## config.mk

```make
export PLATFORM = sky130hd
export DESIGN_NAME = signed_int_to_lcd_nibble_stream
export DESIGN_NICKNAME = d
export VERILOG_FILES = /design/src/hdl/silcd_pkg.sv /design/src/hdl/silcd_front.sv /design/src/hdl/silcd_queue.sv /design/src/hdl/silcd_back.sv /design/src/hdl/signed_int_to_lcd_nibble_stream.sv
export SDC_FILE = /design/constraint.sdc
export NUM_CORES = 1
export LEC_CHECK = 0
export BUFFER_PORTS_ARGS = -buffer_cell sky130_fd_sc_hd__buf_4
export CAP_MARGIN = 5
export CORE_UTILIZATION = 59
export CTS_CLUSTER_SIZE = 28
export DETAILED_ROUTE_END_ITERATION = 10
export HOLD_SLACK_MARGIN = 0.05
export MAX_ROUTING_LAYER = met4
export PLACE_DENSITY = 0.84
export SETUP_SLACK_MARGIN = 0.2
export SYNTH_ARGS = -nofsm -noshare
export SYNTH_HDL_FRONTEND = slang
export SYNTH_SLANG_ARGS = --single-unit
```

## constraint.sdc

```tcl
create_clock -name clk -period 3.49 [get_ports clk]
set_input_delay 0.1745 -clock clk [delete_from_list [all_inputs] [get_ports clk]]
set_output_delay 0.1745 -clock clk [all_outputs]
set_load 0.1 [all_outputs]
```

## src/hdl/silcd_pkg.sv

```systemverilog
// ----------------------------------------------------------------------------
// silcd_pkg
// Shared types and character codes for the integer to nibble stream block.
// ----------------------------------------------------------------------------
package silcd_pkg;

  localparam logic [7:0] CHAR_ZERO  = 8'h30;
  localparam logic [7:0] CHAR_MINUS = 8'h2D;

  typedef struct packed {
    logic full;
    logic empty;
  } q_stat_t;

endpackage

```

## src/hdl/silcd_front.sv

```systemverilog
// ----------------------------------------------------------------------------
// silcd_front
// Accepts integers, splits them into a sign and an unsigned magnitude, and
// pushes the result into the queue.
// ----------------------------------------------------------------------------
module silcd_front #(
  parameter int VALUE_BITS = 32
) (
  input  logic                   in_valid,
  output logic                   in_ready,
  input  logic signed [VALUE_BITS-1:0] value,
  input  silcd_pkg::q_stat_t     q_stat,
  output logic                   push,
  output logic                   push_neg,
  output logic [VALUE_BITS-1:0]  push_mag
);
  import silcd_pkg::*;

  logic [VALUE_BITS-1:0] raw;

  assign raw      = $unsigned(value);
  assign in_ready = !q_stat.full;
  assign push     = in_valid && in_ready;
  assign push_neg = raw[VALUE_BITS-1];
  assign push_mag = push_neg ? (~raw + {{(VALUE_BITS-1){1'b0}}, 1'b1}) : raw;

endmodule

```

## src/hdl/silcd_queue.sv

```systemverilog
// ----------------------------------------------------------------------------
// silcd_queue
// Two-entry queue of sign and magnitude pairs between front and back.
// ----------------------------------------------------------------------------
module silcd_queue #(
  parameter int VALUE_BITS = 32
) (
  input  logic                  clk,
  input  logic                  rst,
  input  logic                  push,
  input  logic                  push_neg,
  input  logic [VALUE_BITS-1:0] push_mag,
  input  logic                  pop,
  output silcd_pkg::q_stat_t    q_stat,
  output logic                  head_neg,
  output logic [VALUE_BITS-1:0] head_mag
);
  import silcd_pkg::*;

  logic [VALUE_BITS:0] mem [2];
  logic                wr_ptr;
  logic                rd_ptr;
  logic [1:0]          count;

  assign q_stat.full  = (count == 2'd2);
  assign q_stat.empty = (count == 2'd0);
  assign head_neg     = mem[rd_ptr][VALUE_BITS];
  assign head_mag     = mem[rd_ptr][VALUE_BITS-1:0];

  always_ff @(posedge clk) begin
    if (push) begin
      mem[wr_ptr] <= {push_neg, push_mag};
    end
  end

  always_ff @(posedge clk) begin
    if (rst) begin
      wr_ptr <= 1'b0;
      rd_ptr <= 1'b0;
      count  <= 2'd0;
    end else begin
      if (push) begin
        wr_ptr <= !wr_ptr;
      end
      if (pop) begin
        rd_ptr <= !rd_ptr;
      end
      if (push && !pop) begin
        count <= count + 2'd1;
      end else if (pop && !push) begin
        count <= count - 2'd1;
      end
    end
  end

endmodule

```

## src/hdl/silcd_back.sv

```systemverilog
// ----------------------------------------------------------------------------
// silcd_back
// Converts one magnitude to decimal by shift and add-three, skips leading
// zeros, and sends the characters out as high and low nibbles.
// ----------------------------------------------------------------------------
module silcd_back #(
  parameter int VALUE_BITS = 32,
  parameter int MAX_DIGITS = 10
) (
  input  logic                  clk,
  input  logic                  rst,
  input  silcd_pkg::q_stat_t    q_stat,
  input  logic                  head_neg,
  input  logic [VALUE_BITS-1:0] head_mag,
  output logic                  pop,
  output logic                  out_valid,
  input  logic                  out_ready,
  output logic [3:0]            nibble,
  output logic                  last
);
  import silcd_pkg::*;

  localparam int BCD_BITS = 4 * MAX_DIGITS;
  localparam int BIT_CW   = (VALUE_BITS > 1) ? $clog2(VALUE_BITS) : 1;
  localparam int DIG_CW   = $clog2(MAX_DIGITS + 1);
  localparam logic [BIT_CW-1:0] BIT_LAST = BIT_CW'(VALUE_BITS - 1);
  localparam logic [DIG_CW-1:0] DIG_ALL  = DIG_CW'(MAX_DIGITS);
  localparam logic [DIG_CW-1:0] DIG_ONE  = DIG_CW'(1);

  localparam logic [2:0] S_IDLE    = 3'd0;
  localparam logic [2:0] S_CONV    = 3'd1;
  localparam logic [2:0] S_SKIP    = 3'd2;
  localparam logic [2:0] S_SIGN_HI = 3'd3;
  localparam logic [2:0] S_SIGN_LO = 3'd4;
  localparam logic [2:0] S_DIG_HI  = 3'd5;
  localparam logic [2:0] S_DIG_LO  = 3'd6;

  logic [2:0]            state,     state_next;
  logic [BCD_BITS-1:0]   bcd,       bcd_next;
  logic [VALUE_BITS-1:0] shreg,     shreg_next;
  logic [BIT_CW-1:0]     bit_cnt,   bit_cnt_next;
  logic [DIG_CW-1:0]     dig_cnt,   dig_cnt_next;
  logic                  neg,       neg_next;
  logic                  ovf,       ovf_next;
  logic                  out_valid_next;
  logic [3:0]            nibble_next;
  logic                  last_next;
  logic [BCD_BITS-1:0]   adjusted;
  logic [3:0]            top_digit;
  logic                  out_free;

  assign top_digit = bcd[BCD_BITS-1 -: 4];
  assign out_free  = !out_valid || out_ready;

  always_comb begin
    for (int d = 0; d < MAX_DIGITS; d++) begin
      if (bcd[4*d +: 4] >= 4'd5) begin
        adjusted[4*d +: 4] = bcd[4*d +: 4] + 4'd3;
      end else begin
        adjusted[4*d +: 4] = bcd[4*d +: 4];
      end
    end
  end

  always_comb begin
    state_next     = state;
    bcd_next       = bcd;
    shreg_next     = shreg;
    bit_cnt_next   = bit_cnt;
    dig_cnt_next   = dig_cnt;
    neg_next       = neg;
    ovf_next       = ovf;
    out_valid_next = out_valid && !out_ready;
    nibble_next    = nibble;
    last_next      = last;
    pop            = 1'b0;
    unique case (state)
      S_IDLE: begin
        if (!q_stat.empty) begin
          pop          = 1'b1;
          neg_next     = head_neg;
          shreg_next   = head_mag;
          bcd_next     = '0;
          ovf_next     = 1'b0;
          bit_cnt_next = '0;
          state_next   = S_CONV;
        end
      end
      S_CONV: begin
        bcd_next     = {adjusted[BCD_BITS-2:0], shreg[VALUE_BITS-1]};
        ovf_next     = ovf || adjusted[BCD_BITS-1];
        shreg_next   = shreg << 1;
        bit_cnt_next = bit_cnt + BIT_CW'(1);
        if (bit_cnt == BIT_LAST) begin
          dig_cnt_next = DIG_ALL;
          state_next   = S_SKIP;
        end
      end
      S_SKIP: begin
        if (!ovf && (dig_cnt > DIG_ONE) && (top_digit == 4'd0)) begin
          bcd_next     = bcd << 4;
          dig_cnt_next = dig_cnt - DIG_ONE;
        end else begin
          state_next = neg ? S_SIGN_HI : S_DIG_HI;
        end
      end
      S_SIGN_HI: begin
        if (out_free) begin
          out_valid_next = 1'b1;
          nibble_next    = CHAR_MINUS[7:4];
          last_next      = 1'b0;
          state_next     = S_SIGN_LO;
        end
      end
      S_SIGN_LO: begin
        if (out_free) begin
          out_valid_next = 1'b1;
          nibble_next    = CHAR_MINUS[3:0];
          last_next      = 1'b0;
          state_next     = S_DIG_HI;
        end
      end
      S_DIG_HI: begin
        if (out_free) begin
          out_valid_next = 1'b1;
          nibble_next    = CHAR_ZERO[7:4];
          last_next      = 1'b0;
          state_next     = S_DIG_LO;
        end
      end
      S_DIG_LO: begin
        if (out_free) begin
          out_valid_next = 1'b1;
          nibble_next    = CHAR_ZERO[3:0] | top_digit;
          last_next      = (dig_cnt == DIG_ONE);
          if (dig_cnt == DIG_ONE) begin
            state_next = S_IDLE;
          end else begin
            bcd_next     = bcd << 4;
            dig_cnt_next = dig_cnt - DIG_ONE;
            state_next   = S_DIG_HI;
          end
        end
      end
      default: begin
        state_next = S_IDLE;
      end
    endcase
  end

  always_ff @(posedge clk) begin
    if (rst) begin
      state     <= S_IDLE;
      out_valid <= 1'b0;
    end else begin
      state     <= state_next;
      out_valid <= out_valid_next;
    end
  end

  always_ff @(posedge clk) begin
    bcd     <= bcd_next;
    shreg   <= shreg_next;
    bit_cnt <= bit_cnt_next;
    dig_cnt <= dig_cnt_next;
    neg     <= neg_next;
    ovf     <= ovf_next;
    nibble  <= nibble_next;
    last    <= last_next;
  end

  a_last_is_digit: assert property (@(posedge clk) disable iff (rst)
    (out_valid && last) |-> (nibble <= 4'd9))
    else $error("final nibble is not a decimal digit");

  a_conv_runs: assert property (@(posedge clk) disable iff (rst)
    (state == S_CONV && bit_cnt != BIT_LAST) |=> (state == S_CONV))
    else $error("conversion left early");

  a_dig_count: assert property (@(posedge clk) disable iff (rst)
    (state == S_DIG_HI || state == S_DIG_LO) |-> (dig_cnt != '0))
    else $error("digit count empty while printing");

  a_pop_idle: assert property (@(posedge clk) disable iff (rst)
    pop |-> (state == S_IDLE && !q_stat.empty))
    else $error("queue popped outside idle");

endmodule

```

## src/hdl/signed_int_to_lcd_nibble_stream.sv

```systemverilog
// ----------------------------------------------------------------------------
// signed_int_to_lcd_nibble_stream
// Prints signed integers in decimal as ASCII characters, each sent as a high
// and a low nibble for a 4-bit character display bus.
//
//   Channel  Handshake            Payload
//   input    in_valid, in_ready   value
//   output   out_valid, out_ready nibble, last
//
// In the back end, an item passes through idle, the shift-and-add-three
// conversion, leading-zero skipping and a high and a low nibble for each
// character; the conversion, one input bit a cycle, takes most of the time.
// Reset clears the queue, the sequencer and the output valid.
// The queue holds two items, so input is taken while the back end works or
// while the output is stalled, until the queue is full.
// ----------------------------------------------------------------------------
module signed_int_to_lcd_nibble_stream #(
  parameter int VALUE_BITS = 32,
  parameter int MAX_DIGITS = 10
) (
  input  logic                         clk,
  input  logic                         rst,
  input  logic                         in_valid,
  output logic                         in_ready,
  input  logic signed [VALUE_BITS-1:0] value,
  output logic                         out_valid,
  input  logic                         out_ready,
  output logic [3:0]                   nibble,
  output logic                         last
);
  import silcd_pkg::*;

  q_stat_t               q_stat;
  logic                  push;
  logic                  push_neg;
  logic [VALUE_BITS-1:0] push_mag;
  logic                  pop;
  logic                  head_neg;
  logic [VALUE_BITS-1:0] head_mag;

  silcd_front #(.VALUE_BITS(VALUE_BITS)) u_front (
    .in_valid (in_valid),
    .in_ready (in_ready),
    .value    (value),
    .q_stat   (q_stat),
    .push     (push),
    .push_neg (push_neg),
    .push_mag (push_mag)
  );

  silcd_queue #(.VALUE_BITS(VALUE_BITS)) u_queue (
    .clk      (clk),
    .rst      (rst),
    .push     (push),
    .push_neg (push_neg),
    .push_mag (push_mag),
    .pop      (pop),
    .q_stat   (q_stat),
    .head_neg (head_neg),
    .head_mag (head_mag)
  );

  silcd_back #(.VALUE_BITS(VALUE_BITS), .MAX_DIGITS(MAX_DIGITS)) u_back (
    .clk       (clk),
    .rst       (rst),
    .q_stat    (q_stat),
    .head_neg  (head_neg),
    .head_mag  (head_mag),
    .pop       (pop),
    .out_valid (out_valid),
    .out_ready (out_ready),
    .nibble    (nibble),
    .last      (last)
  );

endmodule

```

Word level (Yosys, flattened, before mapping)
Memory sizes are Yosys's and may differ from the RTL's. A register that Yosys moved wholly into a read port is not among the register bits.
Cells that the tools add are included.
{"block": "classes", "reduce_logical": 34, "bitwise_logic": 2, "magnitude_cmp": 11, "addsub": 15, "eq_ne": 19, "muxes": 55}
{"op": "$mux W40", "count": 4}
{"op": "$pmux W40 S4", "count": 1}
{"op": "$mux W4", "count": 18}
{"op": "$mux W32", "count": 2}
{"op": "$pmux W32 S2", "count": 1}
{"op": "$add A4 B2 Y4 const B", "count": 10}
{"op": "$ge A4 B3 Y1 const B", "count": 10}
{"op": "$add A32 B1 Y32 const B", "count": 1}
{"op": "$not A32 Y32", "count": 1}
{"op": "$mux W3", "count": 9}
{"op": "$pmux W3 S7", "count": 1}
{"op": "$pmux W4 S4", "count": 1}
{"op": "$reduce_and A5 Y1", "count": 3}
{"op": "$ne A2 B1 Y1 const B", "count": 7}
{"op": "$pmux W4 S3", "count": 1}
{"op": "$mux W1", "count": 11}
{"op": "$pmux W5 S2", "count": 1}
{"op": "$eq A3 B3 Y1 const B", "count": 3}
{"op": "$logic_not A1 Y1", "count": 8}
{"op": "$reduce_bool A4 Y1", "count": 2}
{"op": "$reduce_and A7 Y1", "count": 1}
{"op": "$eq A3 B2 Y1 const B", "count": 2}
{"op": "$logic_and A1 B1 Y1", "count": 6}
{"op": "$ne A2 B2 Y1 const B", "count": 3}
{"op": "other kinds (23)", "count": 29}
{"block": "word_totals", "wordCells": 150, "ram_bits": 66, "output_inout_bits": 7, "regBits": 96, "memories": 1, "inputBits": 36}
{"name": "u_queue.mem", "words": 2, "width": 33, "read_ports": 1, "rd_ports_with_merged_regs": 1, "write_ports": 1, "line_no": "silcd_queue.sv:20", "rtl": "logic [VALUE_BITS:0] mem [2];"}

Logic depth before layout (Yosys ltp)
Gate-level depths: netlist of the first run.
{"block": "depth", "depth_word": 7, "mapped_depth": 7, "depth_no_buf": 7}

By module
Synthesis of the first run repeated with hierarchy kept, for this count alone.
{"block": "unflattened", "hier_cells": 712, "area_unflattened_um2": 8254.2}
{"module": "silcd_back", "instances": 1, "area_per_inst_um2": 4974.8, "cells_each": 487, "seq_area_each_um2": 2722.6}
{"module": "silcd_queue", "instances": 1, "area_per_inst_um2": 2583.7, "cells_each": 125, "seq_area_each_um2": 2082.0}
{"module": "silcd_front", "instances": 1, "area_per_inst_um2": 695.7, "cells_each": 100, "seq_area_each_um2": 0.0}

Worst setup path after synthesis of the first run
OpenSTA, ideal clock, no wires.
{"block": "synth_path", "path_kind": "register to register", "from": "reg u_queue.count[0]", "to": "mem u_queue.mem[0][0] in the netlist's numbering (enable)", "slack_ns": 0.186, "t_arrival_ns": 2.881, "setup_ns": 0.423, "stages_incl_launch_ff": 4, "required_time_ns": 3.067, "path_buffers": 0, "synth_period_minus_slack_ns": 3.304, "cell_sequence": "dfxtp_1 nand2b_1 nand2_1 nor2_1"}
{"block": "synth_via", "elab_chain_cells": 5}
{"element": "start, declared", "line_no": "silcd_queue.sv:23", "rtl": "logic [1:0] count;"}
{"element": "start signal, assigned", "line_no": "silcd_queue.sv:49", "rtl": "count <= count + 2'd1;"}
{"element": "start signal, assigned", "line_no": "silcd_queue.sv:51", "rtl": "count <= count - 2'd1;"}
{"element": "$eq A2 B2 Y1", "line_no": "silcd_queue.sv:25", "rtl": "assign q_stat.full = (count == 2'd2);"}
{"element": "$logic_not A1 Y1", "line_no": "silcd_front.sv:22", "rtl": "assign in_ready = !q_stat.full;"}
{"element": "via in_ready", "line_no": "signed_int_to_lcd_nibble_stream.sv:24", "rtl": "output logic in_ready,"}
{"element": "$logic_and A1 B1 Y1", "line_no": "silcd_front.sv:23", "rtl": "assign push = in_valid && in_ready;"}
{"element": "$mux W1", "line_no": "silcd_queue.sv:31", "rtl": "if (push) begin"}
{"element": "$mux W1 (not written as such)", "line_no": "silcd_queue.sv:32", "rtl": "mem[wr_ptr] <= {push_neg, push_mag};"}
{"element": "end, declared", "line_no": "silcd_queue.sv:20"}
The timed path passes the listed nets, and every way through them passes these cells.

Final worst setup path of the first run
{"block": "layout_path", "from": "reg u_back.bcd[36]", "to": "reg u_back.bcd[12] (enable)"}
{"block": "layout_via", "elab_chain_cells": 4}
{"element": "start, declared", "line_no": "silcd_back.sv:39", "rtl": "logic [BCD_BITS-1:0] bcd, bcd_next;"}
{"element": "start signal, assigned", "line_no": "silcd_back.sv:162", "rtl": "bcd <= bcd_next;"}
{"element": "$logic_not A4 Y1", "line_no": "silcd_back.sv:100", "rtl": "if (!ovf && (dig_cnt > DIG_ONE) && (top_digit == 4'd0)) begin"}
{"element": "$logic_and A1 B1 Y1", "line_no": "silcd_back.sv:100"}
{"element": "$ne A2 B1 Y1 (no source line)"}
{"element": "$reduce_and A5 Y1 (no source line)"}
Every way passes these cells.
A chain may end at the register's enable or synchronous reset.

==> out/summary.txt, run 1 <==
Setup TNS Final -> 0 ns
max-slew violations -> 0
fin crit period -> 2.78 ns
First-pass DRT Iterations -> 4
Cell Area, Synth -> 8070 um2
adder-cell share of the synthesized area -> 0.0419
vias per cell -> 5.88
sequential fraction of the synthesis area -> 0.595
die height -> 119 um
Final Cycle Share -> 0.798
Crit. End Element -> flip-flop
P_sw -> 2.46 mW
core area -> 13300 um2
YS warnings -> 0
Cell Count Post-Placement -> 859
die area -> 14200 um2
post-synthesis cell type count -> 48
Comb power frac -> 0.285
area leader, netlist -> edfxtp_1
worst slew pin tran -> 1.03 ns
initial antenna violation count -> 0
Syn-to-layout area delta -> 13.8%
Final setup viols -> 0
I/O Pins -> 43
R2R Setup Slk -> 0.71 ns
Initial Util -> 0.607
Design Area, Final -> 9180 um2
met3 usage -> 0.0469
PortBufs -> 42
Post-Route Skew -> 0.00756 ns
clock slew at reported path FFs -> 0.06 ns
main combinational cell family by area after synthesis -> compound AO/OA/AOI/OAI gates
Clock power frac -> 0.254
mux cell area share after synthesis -> 0.0567
fin nets -> 767
DP Wirelength -> 9710 um
total track usage -> 0.232
row count -> 42
pre-CTS WS -> 0.737 ns
RSZ-0062 raised after global routing -> false
busiest grt layer -> met2
share of cells above drive strength 1 -> 0.141
largest net degree at the start of global routing -> 41
DRC Markers -> 0
simple-gate area share of the yosys netlist -> 0.102
Num CTS Buffers -> 17
post-synthesis compound-gate area fraction -> 0.117
Clock Path Buffers -> 2
CP Class -> flip-flop to flip-flop
Ant. Diodes -> 0
CTS tree -> yes
average wire per standard cell -> 16.8 um
P_leak -> 3.22 nW
Async SR Flop Fraction -> 0
CTS root buf -> clkbuf_16
DRT iter0 DRCs -> 285
max-cap violation count -> 0
Area contributors post-synth -> edfxtp_1, mux2i_1, xnor2_1
Max-slew headroom -> 0.315
WP data required -> 3.54 ns
crit start category -> flip-flop
Net Count, Synth -> 727
Setup WS post-layout -> 0.705 ns
Synth Flop Type -> edfxtp_1
Max Clock Freq -> 359 MHz
Yosys top cell area share -> 0.573
sw frac -> 0.324
first-pass GRT wire length -> 24700 um
status -> completed
number of global-route vias before repair -> 5253
Worst Hold Class -> input pin to flip-flop
Post-CTS Resized -> 0
Post-DP Area -> 8550 um2
met1 track demand over resource -> 0.257
crit path DAT -> 2.84 ns
final core occ -> 0.691
non-filler cells, final -> 892
Crit-path slowest cell -> or4b_2
clock sinks -> 163
Worst-Skew Late Latency -> 0.42 ns
CP Cell Sequence -> inv_1, ha_1, or4b_2, a211o_1, a21oi_1, or2_2, buf_4
Reg power frac -> 0.462
H-tree depth -> 4
gpl congestion -> 0.841
DRT antenna net count -> 0
syn_area_per_cell -> 12.2 um2
grt total ovfl -> 0
die width -> 119 um
number of synthesized flops with an enable pin -> 154
XOR/XNOR share of the synthesized area -> 0.0564
Hold Vio Cnt, Final -> 0
CP peak stage delay -> 0.59 ns
Int Pwr -> 5.14 mW
worst-path fanout max -> 40
grt met2 use -> 0.401
Cells after Synth -> 664
PD cells -> 827 nW/um2
Vias -> 5243
worst vdd ir -> 0.492 mV
Post-Route WL -> 15000 um
register bit total from synthesis -> 163
## synth_stat cells (2+ instances only)
master    instances
or4_4             2
nor2_1           25
and2_1            2
edfxtp_1        154
nand3_1           5
nor2b_1           3
mux2_2            6
xnor2_1          43
mux2i_1          39
dfxtp_1           9
o41ai_1           9
a31oi_1           2
o22ai_1          15
o32ai_1           5
a21oi_1          29
a21o_1            2
and3_1            6
nand2_1          63
nor3_1            5
or4_1             2
ha_1             27
nand3b_1          3
nor4_1            4
a211oi_1          2
clkbuf_1         27
buf_1             3
inv_1            30
nand2b_1         19
or3_1             4
or2_2             5
xor2_1            9
o21ai_0          64
o31ai_1           9
nor3b_1          13
a22o_1            6
## power groups by stage
stage	Combinational, mW	Clock (mW)	Sequential (mW)
finish	2.16	1.93	3.51
global route	2.41	2.03	3.58
CTS	2.17	1.96	3.51
detailed placement	2.14	0	3.53
global placement	1.98	0	3.49
floorplan	1.70	0	3.36
## repair_timing
item / 4_1_cts / 5_1_grt
endpoints found under the hold margin: 10 / 0
hold buffers: 2 / 0
setup buffers: 0 / 0
## placed cells by master (no fill, tap or decap), types with 3 or more instances in the layout
cell type	netlist	final
edfxtp_1	154	154
o21ai_0	64	64
nand2_1	63	63
buf_4	0	51
xnor2_1	43	43
mux2i_1	39	39
inv_1	30	30
a21oi_1	29	29
ha_1	27	27
nor2_1	25	24
nand2b_1	19	19
clkbuf_16	0	17
o22ai_1	15	15
nor3b_1	13	13
xor2_1	9	9
o41ai_1	9	9
o31ai_1	9	9
dfxtp_1	9	8
and3_1	6	6
a22o_1	6	6
mux2_2	6	6
o32ai_1	5	5
nor3_1	5	5
or2_2	5	5
nand3_1	5	5
clkinvlp_4	0	5
nor4_1	4	4
or3_1	4	4
bufinv_16	0	4
nor2b_1	3	3
nand3b_1	3	3
## final timing paths
kind                        from                 end  cells past startpoint
hold reg to reg   u_queue.rd_ptr      u_queue.rd_ptr                      2
hold / removal         value[29]  u_queue.mem[1][29]                      2
setup reg to reg  u_back.bcd[36]      u_back.bcd[12]                      7
setup / recovery  u_back.bcd[36]      u_back.bcd[12]                      7
## flip-flops by register name, summed over array words and instances, names as in the netlist, 2 cells and up, named ones only
name / flops
u_back.nibble: 4
u_queue.mem: 66
u_back.shreg: 32
u_queue.count: 2
u_back.bit_cnt: 5
u_back.state: 3
u_back.bcd: 40
u_back.dig_cnt: 4
## kinds of logic after synthesis
group / Yosys count
buffers and inverters: 62
muxes: 45
AOI/OAI and AO/OA: 152
DFF: 163
and+or+nand+nor: 163
adders and majority gates: 27
xor gates and xnor gates: 52
## critical path: cells and delay by family (launching register included)
kind / cells / cell delay, ns
AO/OA/AOI/OAI: 2 / 0.52
AND/OR/NAND/NOR: 2 / 0.72
adder cells (fa/ha/maj): 1 / 0.17
buffers and inverters: 2 / 0.58
flip-flops: 1 / 0.41
## layout make-up
cell class	count	area [um2]
Inverter	30	113
Fill cell	902	4110
Timing Repair Buffer	53	403
Clock inverter	13	184
Tap cell	176	220
Clock buffer	18	429
Sequential cell	163	4810
Multi-Input combinational cell	439	3030
## layer usage
layer | vias to the layer above | wire, um
met5 | - | 0
met4 | 0 | 271
met3 | 27 | 689
met2 | 154 | 8010
met1 | 2521 | 6020
li1 | 2541 | -
## metrics by stage
| step | total power [mW] | hold slack, ns |
|---|---|---|
| global placement | 5.46 | 0.403 |
| floorplan | 5.06 | 0.273 |
| detailed placement | 5.67 | 0.407 |
| finish | 7.60 | 0.0733 |
| global route | 8.01 | 0.0812 |
| CTS | 7.64 | 0.0582 |
Power figures use the tool's default switching activity.
==> inputs of run 2 (changes only) <==
==> constraint.sdc (replaced) <==
create_clock -name clk -period 2.9 [get_ports clk]
set_input_delay 0.145 -clock clk [delete_from_list [all_inputs] [get_ports clk]]
set_output_delay 0.145 -clock clk [all_outputs]
set_load 0.1 [all_outputs]
==> out/summary.txt, run 2 (synthesis results as in run 1) <==
largest net degree at the start of global routing -> 41
final core occ -> 0.700
CTS tree -> yes
max-slew violations -> 0
number of global-route vias before repair -> 5233
Max Clock Freq -> 388 MHz
vias per cell -> 5.79
Crit. End Element -> flip-flop
initial antenna violation count -> 0
clock slew at reported path FFs -> 0.06 ns
Syn-to-layout area delta -> 15.3%
die height -> 119 um
Ant. Diodes -> 0
row count -> 42
gpl congestion -> 0.839
P_leak -> 3.29 nW
Setup TNS Final -> 0 ns
Comb power frac -> 0.293
die width -> 119 um
CP Class -> flip-flop to flip-flop
Final setup viols -> 0
DP Wirelength -> 9750 um
CTS root buf -> clkbuf_16
clock sinks -> 163
I/O Pins -> 43
First-pass DRT Iterations -> 5
status -> completed
RSZ-0062 raised after global routing -> false
H-tree depth -> 4
Cell Count Post-Placement -> 861
Final Cycle Share -> 0.889
Setup WS post-layout -> 0.323 ns
Largest regs -> u_queue.mem x66, u_back.bcd x40, u_back.shreg x32
Num CTS Buffers -> 17
Largest Register -> u_queue.mem
Clock Path Buffers -> 2
Largest register FFs -> 66
Int Pwr -> 6.14 mW
post-CTS setup buffers -> 0
P_sw -> 2.95 mW
non-filler cells, final -> 905
max-cap violation count -> 0
DRT antenna net count -> 0
Post-CTS Resized -> 0
Multi-input gate area -> 3040 um2
fin nets -> 779
Hold Vio Cnt, Final -> 0
Initial Util -> 0.607
commonest non-fill, non-tap cell in the layout -> edfxtp_1
Max-slew headroom -> 0.553
core area -> 13300 um2
sw frac -> 0.325
Worst-Skew Late Latency -> 0.43 ns
worst slew pin tran -> 0.670 ns
first-pass GRT wire length -> 24100 um
total track usage -> 0.225
PD cells -> 977 nW/um2
crit start category -> flip-flop
grt total ovfl -> 0
Reg power frac -> 0.461
die area -> 14200 um2
cts hold-fix bufs -> 12
Vias -> 5240
Post-Route WL -> 14600 um
worst vdd ir -> 0.550 mV
WP data required -> 3.01 ns
fillers -> 881
Post-Route Skew -> 0.00982 ns
Clock power frac -> 0.246
fin crit period -> 2.58 ns
crit path DAT -> 2.69 ns
commonest non-fill, non-tap cells in the layout -> edfxtp_1, o21ai_0, nand2_1, buf_4, xnor2_1
worst-path fanout max -> 40
DRT iter0 DRCs -> 304
Worst Hold Class -> input pin to flip-flop
PortBufs -> 42
pre-CTS WS -> 0.376 ns
Register Area -> 4810 um2
share of cells above drive strength 1 -> 0.144
average wire per standard cell -> 16.1 um
DRC Markers -> 0
-- run 2: cell types whose count changed in the layout (fill, tap and decap cells not counted), sizes merged --
| cell | previous run | this run |
|---|---|---|
| buf | 51 | 53 |
| bufinv | 4 | 3 |
| clkinv | 3 | 8 |
| clkinvlp | 5 | 1 |
| dlygate4sd3 | 2 | 12 |
| inv | 31 | 32 |
-- run 2: per-layer routing --
metal | vias to the layer above | track usage | wire length, um | part of all wire
met2 | 110 | 0.399 | 7660 | 0.53
li1 | 2566 | - | - | -
met4 | 0 | 0.0910 | 279 | 0.019
met5 | - | - | 0 | 0
met3 | 25 | 0.0436 | 553 | 0.038
met1 | 2539 | 0.250 | 6060 | 0.42
-- run 2: power by group through the flow --
stage	registers [mW]	logic [mW]	clock network [mW]
floorplan	4.03	2.06	0
global placement	4.18	2.45	0
detailed placement	4.23	2.64	0
CTS	4.19	2.68	2.27
global route	4.29	2.95	2.36
finish	4.19	2.66	2.24
-- run 2: path summary, 6_finish.rpt --
| path | startpoint | end | slack [ns] | cells past startpoint |
|---|---|---|---|---|
| hold / removal | value[11] | u_queue.mem[0][11] | 0.06 | 2 |
| setup / recovery | u_back.bcd[36] | u_back.bcd[19] | 0.32 | 7 |
| setup reg to reg | u_back.bcd[36] | u_back.bcd[19] | 0.32 | 7 |
| hold reg to reg | u_queue.rd_ptr | u_queue.rd_ptr | 0.52 | 2 |
-- run 2: through the flow --
stage                     total power [mW]  area (um2)  hold slack, ns
after CTS                             9.13        9310          0.0504
after detailed placement              6.87        8600           0.376
after global placement                6.63        8600           0.373
final                                 9.09        9310          0.0591
after global routing                  9.59        9310          0.0634
after floorplan                       6.09        8080           0.244
-- run 2: cell type report --
type                       instances  share of cell area
clock buffer                      18              0.0461
sequential                       163               0.516
inverter                          30              0.0121
clock inverter                    14              0.0173
tap                              176              0.0237
timing repair buffer              65              0.0583
multi-input combinational        439               0.326
-- run 2: worst max-delay path: stages, from the launching register on --
cell and delay (ns):
edfxtp_1 0.42, inv_1 0.16, ha_1 0.16, or4b_2 0.59
a211o_1 0.33, a21oi_1 0.17, or2_2 0.17, buf_12 0.23
